==> config.mk <==
export PLATFORM = sky130hd
export DESIGN_NAME = gsi_ctrl
export DESIGN_NICKNAME = d
export VERILOG_FILES = /design/src/hdl/gsi_pkg.sv /design/src/hdl/gsi_ctrl.sv
export VERILOG_INCLUDE_DIRS = /design/src /design/src/hdl
export SDC_FILE = /design/constraint.sdc
export NUM_CORES = 1
export LEC_CHECK = 0
export BUFFER_PORTS_ARGS = -buffer_cell sky130_fd_sc_hd__buf_2
export CORE_MARGIN = 1.5
export CORE_UTILIZATION = 45
export CTS_CLUSTER_SIZE = 40
export DETAILED_ROUTE_END_ITERATION = 6
export PLACE_DENSITY = 0.69
export SLEW_MARGIN = 40
export SYNTH_ARGS = -nofsm -noshare
export SYNTH_HDL_FRONTEND = slang
export SYNTH_SLANG_ARGS = --single-unit
==> constraint.sdc <==
create_clock -name clk -period 2.36 [get_ports clk]
set_input_delay 0.472 -clock clk [delete_from_list [all_inputs] [get_ports clk]]
set_output_delay 0.472 -clock clk [all_outputs]
set_load 0.1 [all_outputs]
==> src/hdl/geyer_saturation_intensity_unit_macros.svh <==
// Assertion macros of the saturation intensity unit, used by the gsi_ctrl module.
// Each macro expects signals named clk and rst_n in the module that uses it.
`ifndef GEYER_SATURATION_INTENSITY_UNIT_MACROS_SVH
`define GEYER_SATURATION_INTENSITY_UNIT_MACROS_SVH

`ifndef NO_ASSERTIONS
`define GSI_ASSERT_IMP(lbl, ante, cons) \
  lbl: assert property (@(posedge clk) disable iff (!rst_n) (ante) |-> (cons)) \
    else $error("gsi assertion failed");
`define GSI_ASSERT_NXT(lbl, ante, cons) \
  lbl: assert property (@(posedge clk) disable iff (!rst_n) (ante) |=> (cons)) \
    else $error("gsi assertion failed");
`else
`define GSI_ASSERT_IMP(lbl, ante, cons)
`define GSI_ASSERT_NXT(lbl, ante, cons)
`endif

`endif

==> src/hdl/gsi_pkg.sv <==
// Shared types, constants and functions of the saturation intensity unit.
// Used by gsi_ctrl, gsi_dp and the top level (not by gsi_ram); depends on nothing.
`default_nettype none
package gsi_pkg;

  localparam int MAX_POINTS = 1024;
  localparam int ADDR_W     = 10;
  localparam int CNT_W      = 11;
  localparam int COORD_W    = 16;
  localparam int FRAC_W     = 8;
  localparam int ONE_Q      = 256;
  localparam int Q_W        = 19;
  localparam int W_W        = 20;
  localparam int LG_W       = 24;
  localparam int RSQ_W      = 33;
  localparam int LI_W       = 35;
  localparam int ENTRY_W    = CNT_W + 2 * COORD_W;
  localparam int PADDR_W    = 6;
  localparam int PDATA_W    = 64;

  localparam logic [CNT_W-1:0] CNT_MAX = CNT_W'(MAX_POINTS);

  typedef enum logic [1:0] {
    KIND_BIRTH = 2'd0,
    KIND_DEATH = 2'd1,
    KIND_SHIFT = 2'd2,
    KIND_BAD   = 2'd3
  } kind_t;

  typedef enum logic [1:0] {
    STAT_OK   = 2'd0,
    STAT_FULL = 2'd1,
    STAT_BAD  = 2'd2
  } status_t;

  localparam logic CMD_EVAL   = 1'b0;
  localparam logic CMD_COMMIT = 1'b1;

  localparam logic [2:0] REG_LOG_GAMMA  = 3'd0;
  localparam logic [2:0] REG_RADIUS_SQ  = 3'd1;
  localparam logic [2:0] REG_SATURATION = 3'd2;
  localparam logic [2:0] REG_HARD_CORE  = 3'd3;
  localparam logic [2:0] REG_PERIODIC   = 3'd4;
  localparam logic [2:0] REG_PERIOD_X   = 3'd5;
  localparam logic [2:0] REG_PERIOD_Y   = 3'd6;

  typedef enum logic [2:0] {
    S_IDLE,
    S_FETCH,
    S_LATCH,
    S_WALK,
    S_DRAIN,
    S_FINAL,
    S_MULT,
    S_DONE
  } fsm_t;

  typedef struct packed {
    logic signed [LG_W-1:0] log_gamma;
    logic [RSQ_W-1:0]       radius_sq;
    logic [Q_W-1:0]         saturation;
    logic                   hard_core;
    logic                   periodic;
    logic [COORD_W-1:0]     period_x;
    logic [COORD_W-1:0]     period_y;
  } cfg_t;

  typedef struct packed {
    logic              ld_in;
    logic              rd_en;
    logic              walk;
    logic [ADDR_W-1:0] rd_addr;
    logic              ld_old;
    logic              fin;
    logic [ADDR_W-1:0] fin_addr;
    logic              mul;
    logic              out_load;
    status_t           err;
  } cmd_t;

  typedef struct packed {
    logic pipe_busy;
    logic out_full;
  } sts_t;

  // Axis distance with optional wraparound over the window period.
  function automatic logic [COORD_W-1:0] fold_dist(input logic [COORD_W-1:0] a,
                                                   input logic [COORD_W-1:0] b,
                                                   input logic [COORD_W-1:0] per,
                                                   input logic               wrap);
    logic [COORD_W-1:0]      d0;
    logic signed [COORD_W+1:0] alt;
    logic signed [COORD_W+1:0] r;
    d0  = (a >= b) ? (a - b) : (b - a);
    alt = $signed({2'b00, per}) - $signed({2'b00, d0});
    r   = $signed({2'b00, d0});
    if (wrap && (alt < r)) begin
      r = alt;
    end
    if (r < 0) begin
      r = -r;
    end
    return r[COORD_W-1:0];
  endfunction

endpackage
`default_nettype wire

==> src/hdl/gsi_ctrl.sv <==
// Sequencer of the saturation intensity unit: item checks, store walk, point count.
// Depends on gsi_pkg and the assertion macro header.
`default_nettype none
`include "geyer_saturation_intensity_unit_macros.svh"
module gsi_ctrl (
  input  wire logic                       clk,
  input  wire logic                       rst_n,
  input  wire logic                       in_tvalid,
  output logic                            in_tready,
  input  wire logic                       in_command,
  input  wire logic [1:0]                 in_kind,
  input  wire logic [gsi_pkg::ADDR_W-1:0] in_index,
  input  wire gsi_pkg::sts_t              sts,
  output gsi_pkg::cmd_t                   cmd
);
  import gsi_pkg::*;

  fsm_t              state_r, state_nxt;
  logic [CNT_W-1:0]  j_r, j_nxt;
  logic [CNT_W-1:0]  count_r, count_nxt;
  logic              command_r, command_nxt;
  kind_t             kind_r, kind_nxt;
  logic [ADDR_W-1:0] ix_r, ix_nxt;
  status_t           err_r, err_nxt;

  always_ff @(posedge clk) begin
    if (!rst_n) begin
      state_r   <= S_IDLE;
      j_r       <= '0;
      count_r   <= '0;
      command_r <= CMD_EVAL;
      kind_r    <= KIND_BIRTH;
      ix_r      <= '0;
      err_r     <= STAT_OK;
    end else begin
      state_r   <= state_nxt;
      j_r       <= j_nxt;
      count_r   <= count_nxt;
      command_r <= command_nxt;
      kind_r    <= kind_nxt;
      ix_r      <= ix_nxt;
      err_r     <= err_nxt;
    end
  end

  always_comb begin
    state_nxt   = state_r;
    j_nxt       = j_r;
    count_nxt   = count_r;
    command_nxt = command_r;
    kind_nxt    = kind_r;
    ix_nxt      = ix_r;
    err_nxt     = err_r;
    in_tready   = 1'b0;
    cmd         = '0;
    cmd.err     = err_r;
    unique case (state_r)
      S_IDLE: begin
        in_tready = 1'b1;
        if (in_tvalid) begin
          cmd.ld_in   = 1'b1;
          command_nxt = in_command;
          kind_nxt    = kind_t'(in_kind);
          ix_nxt      = in_index;
          if ((kind_t'(in_kind) == KIND_BAD) ||
              ((kind_t'(in_kind) != KIND_BIRTH) && ({1'b0, in_index} >= count_r))) begin
            err_nxt   = STAT_BAD;
            state_nxt = S_DONE;
          end else if ((kind_t'(in_kind) == KIND_BIRTH) && (count_r >= CNT_MAX)) begin
            err_nxt   = STAT_FULL;
            state_nxt = S_DONE;
          end else begin
            err_nxt   = STAT_OK;
            state_nxt = S_FETCH;
          end
        end
      end
      S_FETCH: begin
        cmd.rd_en   = 1'b1;
        cmd.rd_addr = ix_r;
        state_nxt   = S_LATCH;
      end
      S_LATCH: begin
        cmd.ld_old = 1'b1;
        j_nxt      = '0;
        state_nxt  = S_WALK;
      end
      S_WALK: begin
        if (j_r < count_r) begin
          cmd.rd_en   = 1'b1;
          cmd.walk    = 1'b1;
          cmd.rd_addr = j_r[ADDR_W-1:0];
          j_nxt       = j_r + 1'b1;
        end else begin
          state_nxt = S_DRAIN;
        end
      end
      S_DRAIN: begin
        if (!sts.pipe_busy) begin
          state_nxt = S_FINAL;
        end
      end
      S_FINAL: begin
        cmd.fin      = 1'b1;
        cmd.fin_addr = (kind_r == KIND_BIRTH) ? count_r[ADDR_W-1:0] : ix_r;
        if (command_r == CMD_COMMIT) begin
          if (kind_r == KIND_BIRTH) begin
            count_nxt = count_r + 1'b1;
          end else if (kind_r == KIND_DEATH) begin
            count_nxt = count_r - 1'b1;
          end
        end
        state_nxt = S_MULT;
      end
      S_MULT: begin
        cmd.mul   = 1'b1;
        state_nxt = S_DONE;
      end
      S_DONE: begin
        if (!sts.out_full) begin
          cmd.out_load = 1'b1;
          state_nxt    = S_IDLE;
        end
      end
      default: state_nxt = S_IDLE;
    endcase
  end

  `GSI_ASSERT_IMP(a_count_range, 1'b1, count_r <= CNT_MAX)
  `GSI_ASSERT_IMP(a_walk_bound, cmd.walk, j_r < count_r)
  `GSI_ASSERT_IMP(a_load_free, cmd.out_load, !sts.out_full)
  `GSI_ASSERT_NXT(a_one_item, in_tvalid && in_tready, !in_tready)

endmodule
`default_nettype wire

# ---- Word level (Yosys, flattened, before mapping)
# Cells that the tools add are included.
dict set report op_classes {
  addsub 3
  n_lt_le_gt_ge 3
  eq_ne 14
  n_mux 26
  n_reduce_logical 13
}
# op count
set op_table {}
lappend op_table {{$mux 11} 4}
lappend op_table {{$pmux 3 s8} 1}
lappend op_table {{$add 11x1->11 const B} 2}
lappend op_table {{$pmux 11 s2} 1}
lappend op_table {{$pmux 10 s2} 1}
lappend op_table {{$mux 3} 6}
lappend op_table {{$eq 3x3->1 const B} 4}
lappend op_table {{$mux 12} 1}
lappend op_table {{$ge 10x11->1} 1}
lappend op_table {{$ge 11x11->1 const B} 1}
lappend op_table {{$lt 11x11->1} 1}
lappend op_table {{$sub 11x1->11 const B} 1}
lappend op_table {{$mux 10} 1}
lappend op_table {{$ne 2x2->1 const B} 5}
lappend op_table {{$mux 1} 9}
lappend op_table {{$eq 3x2->1 const B} 2}
lappend op_table {{$reduce_bool 2->1} 3}
lappend op_table {{$logic_not 2->1} 2}
lappend op_table {{$reduce_and 2->1} 2}
lappend op_table {{$reduce_and 4->1} 1}
lappend op_table {{$eq 3x1->1 const B} 1}
lappend op_table {{$logic_not 3->1} 1}
lappend op_table {{$reduce_and 3->1} 1}
lappend op_table {{$eq 2x1->1 const B} 1}
lappend op_table {{other kinds (5)} 6}
dict set report word_totals {
  register_bits 40
  input_bits 18
  output_inout_bits 30
}

# ---- Logic depth before layout (Yosys ltp)
# Gate-level depths: netlist of the first run.
dict set report logic_depth {
  word_depth 6
  mapped_depth 10
  depth_no_buf 9
}

# ---- Least setup slack after synthesis of the first run
# No wires, ideal clock.
dict set report synth_timing {
  path_kind {reg2out}
  start {register state_r[0]}
  end {output port cmd[28] (netlist bit)}
  arrival_time_ns 3.870
  path_slack_ns -1.982
  path_stages_with_launch 6
  path_buffers 2
  cell_sequence {dfxtp_1 -> clkbuf_1 -> nor3_1 -> nand2_1 -> inv_2 -> buf_2}
}
# element line_no
set synth_rtl {}
lappend synth_rtl {{from (decl)} gsi_ctrl.sv:18} ;# fsm_t state_r, state_nxt;
lappend synth_rtl {{from (signal assigned)} gsi_ctrl.sv:36} ;# state_r <= state_nxt;
lappend synth_rtl {{to (decl)} gsi_ctrl.sv:14} ;# output gsi_pkg::cmd_t cmd

==> flow_summary.yaml, run 1 <==
status:
  status: "finished, violations left"
  failed_checks: "setup timing"
worst_hold_path:
  min_from: "in_command"
  hold_class: "primary input to flop"
  hold_depth: 3
  hold_end: "command_r$_SDFFE_PN0P_"
timing:
  worst_slew_pin_slew_ns: 0.542
  setup_slack_ns: -0.341
  hold_viol_final: 0
  rsz0062_at_grt: "true"
  clock.fmax_ghz: 0.370
  fin_setup_tns_ns: -3.70
  fin_crit_ns: 2.70
  max_slew_margin_pct: 63.5
  setup-violations-final: 13
  finalCritPeriodShare_pct: 114
  finClkSkew_ns: 0.0117
  finalMaxSlewViolations: 0
place:
  dp_hpwl_mm: 6.84
  io_buffer_count: 47
  place.gp.congestion: 0.836
  place_inst: 550
setup_path:
  timing.rr.end: "j_r[9]$_SDFFE_PN0P_"
  r2r-start: "count_r[7]$_SDFFE_PN0P_"
  crit_family: "buffers and inverters"
  cp_cell_sequence: "inv_2, ha_4, nand4_1, buf_4, o2111ai_4, nor2_2, o21ai_2, inv_2, buf_12, a21oi_4, nor2_4, buf_12"
  path_max_fanout: 9
  arrival_ns: 2.23
  max_stage_delay_ns: 0.35
  cp.buffers_inverters: 5
  rrSetupSlack_ns: -0.06
  slowest_stage: "dfxtp_2"
  crit_type: "flop to primary output"
  rr_worst_depth: 11
  crit_path_start_kind: "flop"
  cp.required_ns: 1.89
  end_kind: "primary output"
detailed_routing:
  drt_iter0_drc: 148
  first_pass_iters: 5
  routed_wl_mm: 8.71
  vias_per_cell: 5.62
  drc: 0
  ant_nets: 0
  vias: 3148
  wire_per_inst_um: 15.6
cells_and_area:
  area_growth_pct: 57.0
  nets: 533
  fin_util_pct: 74.6
  fin_cells: 560
  final_common_cell: "nand2_1"
  antenna_cells: 0
  final_cell_mix: "nand2_1 (71), buf_4 (52), a21oi_1 (38)"
  drive_gt1_share_pct: 40.2
synth:
  synth_seq_cells: 40
  ys_top_cells_by_area: "dfxtp_1 (28%), ha_1 (13%), a21oi_1 (11%), nand2_1 (9.4%), nor2_1 (3.9%)"
  yosysTopAreaCell: "dfxtp_1"
  synth-warning-count: 0
  ys_seq_area_share_pct: 27.8
  synth-edff-count: 0
  ys.flop_type: "dfxtp_1"
  synth_top_cell_area_share_pct: 27.8
  syn-cell-area_um2: 2880
  yosys.cell_types.count: 53
  syn_area_per_cell_um2: 7.34
  syn_inst: 392
  ys_async_sr_fraction_pct: 0
  syn_nets: 441
clocking:
  clkSinkCount: 40
  cts_max_level: 2
  clk_path_buf_depth: 2
  clockRootBuffer: "clkbuf_8"
  cts_hold_buf: 0
  tritoncts: "done"
  clk_pin_slew_ns: 0.09
  cts_buffers: 5
  clock_latency_ns: 0.30
floorplan:
  die_w_um: 83.0
  core_um2: 6060
  row_count: 28
  start_util_pct: 47.5
  die_area_um2: 6890
  dieHeight_um: 83.0
  io_pins: 48
grt:
  grt_pass1_wl_mm: 14.5
  grt_start_max_net_pins: 24
  gr-usage-all-layers_pct: 25.5
  antenna_found_initial: 0
  grt_pass1_vias: 3046
  grt_overflow: 0
run:
  maxCapViolCount: 0
power_and_ir_drop:
  power_leakage_uw: 0.00177
  powerDensity_nw_per_um2: 650
  peakVddDrop_mv: 0.697
-- final cells by class --
class                      instances  area, um^2
fill                             442        1540
multi-input combinational        316        2400
tap                               75        93.8
sequential                        40         822
timing repair buffer             101        1020
clock inverter                     3        42.5
inverter                          20        75.1
clock buffer                       5        68.8
-- synthesized netlist by cell type (3+ instances only) --
master,n
nand2_1,72
a21oi_1,62
dfxtp_1,40
ha_1,30
nor2_1,30
inv_1,17
nand3_1,12
o21ai_0,12
clkbuf_1,10
nor2b_1,10
nand4_1,7
nor3_1,7
or3_1,7
xnor2_1,6
buf_2,5
a211oi_1,4
o21ai_2,4
xor2_1,4
and3_1,3
nand2b_1,3
o21a_1,3
o31ai_1,3
or4_1,3
-- stage by stage --
stage	instance area (um^2)	worst slack [ns]	power, uW	hold slack, ns
2_1_floorplan	3320	-0.220	1890	0.444
3_5_place_dp	4290	-0.166	2320	0.451
5_1_grt	4520	-0.466	3080	0.425
4_1_cts	4450	-0.350	2910	0.404
6_report	4520	-0.341	2940	0.409
3_3_place_gp	4290	-0.106	2280	0.442
-- report_power, final --
part	total, uW	internal (uW)	switching (uW)
Sequential	797	743	53.4
Combinational	1570	510	1060
Clock	577	313	264
-- worst reg2reg max path, stage by stage, from the launching register on --
cell       delay (ns)
dfxtp_2          0.35
inv_2            0.05
ha_1             0.27
nand4_1          0.12
buf_4            0.14
o2111ai_4        0.12
buf_4            0.16
buf_4            0.12
o21ai_2          0.19
o21ai_2          0.17
or4_1            0.50
a21oi_1          0.16
-- state kept, by name (all words and copies together), names as in the netlist --
| register | cells |
|---|---|
| ix_r | 10 |
| j_r | 11 |
| command_r | 1 |
| state_r | 3 |
| count_r | 11 |
| err_r | 2 |
| kind_r | 2 |
-- worst max path at each step --
stage / start / endpoint / depth (start not counted)
2_1_floorplan: count_r[10]$_SDFFE_PN0P_ / cmd[27] / 8
3_5_place_dp: in_index[0] / state_r[2]$_SDFFE_PN0P_ / 10
6_report: count_r[10]$_SDFFE_PN0P_ / cmd[18] / 12
4_1_cts: count_r[10]$_SDFFE_PN0P_ / cmd[18] / 10
3_3_place_gp: in_index[0] / state_r[2]$_SDFFE_PN0P_ / 10
5_1_grt: count_r[10]$_SDFFE_PN0P_ / cmd[17] / 12
-- metal layers --
layer	global-route usage, %	vias up	part of all wire [%]
li1	-	1576	-
met1	32.8	1475	46
met2	43.8	75	48
met3	3.18	22	3.0
met4	9.09	0	2.9
met5	0	-	0
-- repair_timing --
| action | CTS | global route |
|---|---|---|
| setup buffers | 1 | 2 |
| resized for setup | 14 | 14 |
| setup endpoints to repair | 14 | 17 |
| pin swaps | 4 | 7 |
-- kinds of logic (layout without fill, tap and decap cells) --
family | after synthesis | in the layout | synth area share (%)
flops | 40 | 40 | 27.8
xor+xnor | 10 | 10 | 3.04
fa+ha+maj | 31 | 31 | 13.7
simple gates | 168 | 168 | 27.8
buf+inv | 36 | 129 | 4.91
compound gates | 107 | 107 | 22.7
Note: power is estimated with default switching activity, not from simulation.
==> run 2: changes to the inputs <==
--- a/config.mk
+++ b/config.mk
@@ -6,12 +6,14 @@
 export SDC_FILE = /design/constraint.sdc
 export NUM_CORES = 1
 export LEC_CHECK = 0
+export ABC_AREA = 0
 export BUFFER_PORTS_ARGS = -buffer_cell sky130_fd_sc_hd__buf_2
 export CORE_MARGIN = 1.5
 export CORE_UTILIZATION = 45
 export CTS_CLUSTER_SIZE = 40
 export DETAILED_ROUTE_END_ITERATION = 6
 export PLACE_DENSITY = 0.69
+export RECOVER_POWER = 25
 export SLEW_MARGIN = 40
 export SYNTH_ARGS = -nofsm -noshare
 export SYNTH_HDL_FRONTEND = slang
==> run 2 against run 1 <==
  * Critical path type unchanged
  * Power down 0.66%
  * Core utilization down 0.23 points
  * Largest power group unchanged
  * Global-route usage unchanged
  * Combinational power about the same
  * Clock power about the same
  * Largest cell class unchanged
  * Sequential power about the same
  * Setup slack worse by 0.0099 ns
  * The run still ends with setup timing left
  * First-iteration DRC count up 3.4%
  * Cell count unchanged
  * Design area down 0.30%
==> flow_summary.yaml, run 2 (synthesis gave the netlist of run 1 again) <==
status:
  status: "finished, violations left"
  failed_checks: "setup timing"
timing:
  finClkSkew_ns: 0.0114
  finalCritPeriodShare_pct: 115
  rsz0062_at_grt: "true"
  hold_ws_ns: 0.408
  finalMaxSlewViolations: 0
  setup-violations-final: 25
  clock.fmax_ghz: 0.369
  setup_slack_ns: -0.351
  worst_slew_pin_slew_ns: 0.615
  max_slew_margin_pct: 58.9
  fin_setup_tns_ns: -4.40
  hold_viol_final: 0
  fin_crit_ns: 2.71
detailed_routing:
  ant_nets: 0
  vias: 3163
  vias_per_cell: 5.65
  drc: 0
  wire_per_inst_um: 15.7
  routed_wl_mm: 8.78
  drt_iter0_drc: 153
  first_pass_iters: 4
setup_path:
  cp.buffers_inverters: 5
  cp.required_ns: 1.89
  crit_family: "buffers and inverters"
  crit_path_start_kind: "flop"
  crit_path_start: "count_r[10]$_SDFFE_PN0P_"
  slowest_stage: "dfxtp_2"
  r2r-start: "count_r[7]$_SDFFE_PN0P_"
  path_max_fanout: 9
  crit_type: "flop to primary output"
  end_kind: "primary output"
  arrival_ns: 2.24
  max_stage_delay_ns: 0.35
  cp_cell_sequence: "inv_2, ha_4, nand4_1, buf_4, o2111ai_4, nor2_2, o21ai_2, inv_2, buf_12, a21oi_4, nor2_4, buf_12"
grt:
  grt_overflow: 0
  grt_pass1_wl_mm: 14.5
  grt_start_max_net_pins: 24
  antenna_found_initial: 0
  grt_pass1_vias: 3046
  gr-usage-all-layers_pct: 25.5
cells_and_area:
  nets: 533
  final_common_cell: "nand2_1"
  antenna_cells: 0
  final_cell_mix: "nand2_1 (71), buf_4 (51), a21oi_1 (38)"
  largestRegisters: "count_r: 11 flops, j_r: 11 flops, ix_r: 10 flops"
  area_growth_pct: 56.5
  drive_gt1_share_pct: 39.8
  stdcell_area_um2: 4510
clocking:
  cts_hold_buf: 0
  clk_pin_slew_ns: 0.09
  clkSinkCount: 40
  clock_latency_ns: 0.30
  cts_max_level: 2
  clk_path_buf_depth: 2
  clockRootBuffer: "clkbuf_8"
  tritoncts: "done"
  cts_buffers: 5
power_and_ir_drop:
  peakVddDrop_mv: 0.685
  finalPower_uw: 2920
  power_leakage_uw: 0.00177
  powerDensity_nw_per_um2: 648
run:
  maxCapViolCount: 0
floorplan:
  start_util_pct: 47.5
  die_area_um2: 6890
  row_count: 28
  core_um2: 6060
  io_pins: 48
  die_w_um: 83.0
  dieHeight_um: 83.0
place:
  io_buffer_count: 47
  postPlaceCellArea_um2: 4290
  dp_hpwl_mm: 6.84
  post-place-ws_ns: -0.166
  place.gp.congestion: 0.836
worst_hold_path:
  min_from: "in_command"
  hold_class: "primary input to flop"
-- run 2: cell count changes in the layout (fill, tap and decap cells not counted) --
cell / before / now
buf_4: 52 / 51
nor3_1: 6 / 7
nor3_4: 1 / 0
inv_1: 10 / 11
clkbuf_2: 0 / 1
inv_2: 9 / 8
-- run 2: timing repair --
action / CTS / global route
setup buffers: 1 / 2
endpoints found under the hold margin: 0 / 0
resized for setup: 14 / 14
endpoints found under the setup margin: 14 / 17
pin swaps: 4 / 7
-- run 2: worst paths after layout --
kind / end / slack [ns] / cells after the start
worst min-delay path: command_r$_SDFFE_PN0P_ / 0.41 / 3
worst max register to register: j_r[9]$_SDFFE_PN0P_ / -0.07 / 11
worst min register to register: err_r[0]$_SDFFE_PN0P_ / 0.46 / 2
worst max-delay path: cmd[18] / -0.35 / 12
-- run 2: tightest hold or removal path, cell delays in order --
cell	delay [ns]
buf_2	0.10
nand2_1	0.05
a21oi_1	0.05
-- run 2: layout make-up --
class	instances	area, um^2
clock buffer	5	68.8
clock inverter	3	42.5
fill	442	1550
inverter	20	75.1
multi-input combinational	316	2390
sequential	40	822
tap	75	93.8
timing repair buffer	101	1010
-- run 2: layer usage --
layer | up-vias | wire length (um) | global-route usage (%) | share of wire [%]
met5 | - | 0 | 0 | 0
met4 | 0 | 262 | 9.09 | 3.0
met3 | 23 | 279 | 3.18 | 3.2
met2 | 88 | 4200 | 43.8 | 48
met1 | 1474 | 4030 | 32.8 | 46
li1 | 1578 | - | - | -
-- run 2: metrics by stage --
step                      cells  util [%]
final                       560      74.4
after floorplan             392         -
after detailed placement    550      70.7
after global routing        560      74.4
after global placement      550      70.7
after CTS                   559      73.5
-- run 2: power breakdown --
part	internal [uW]	switching [uW]	total (uW)
Combinational	497	1050	1540
Sequential	743	53.5	797
Clock	313	265	579
Total	1550	1370	2920
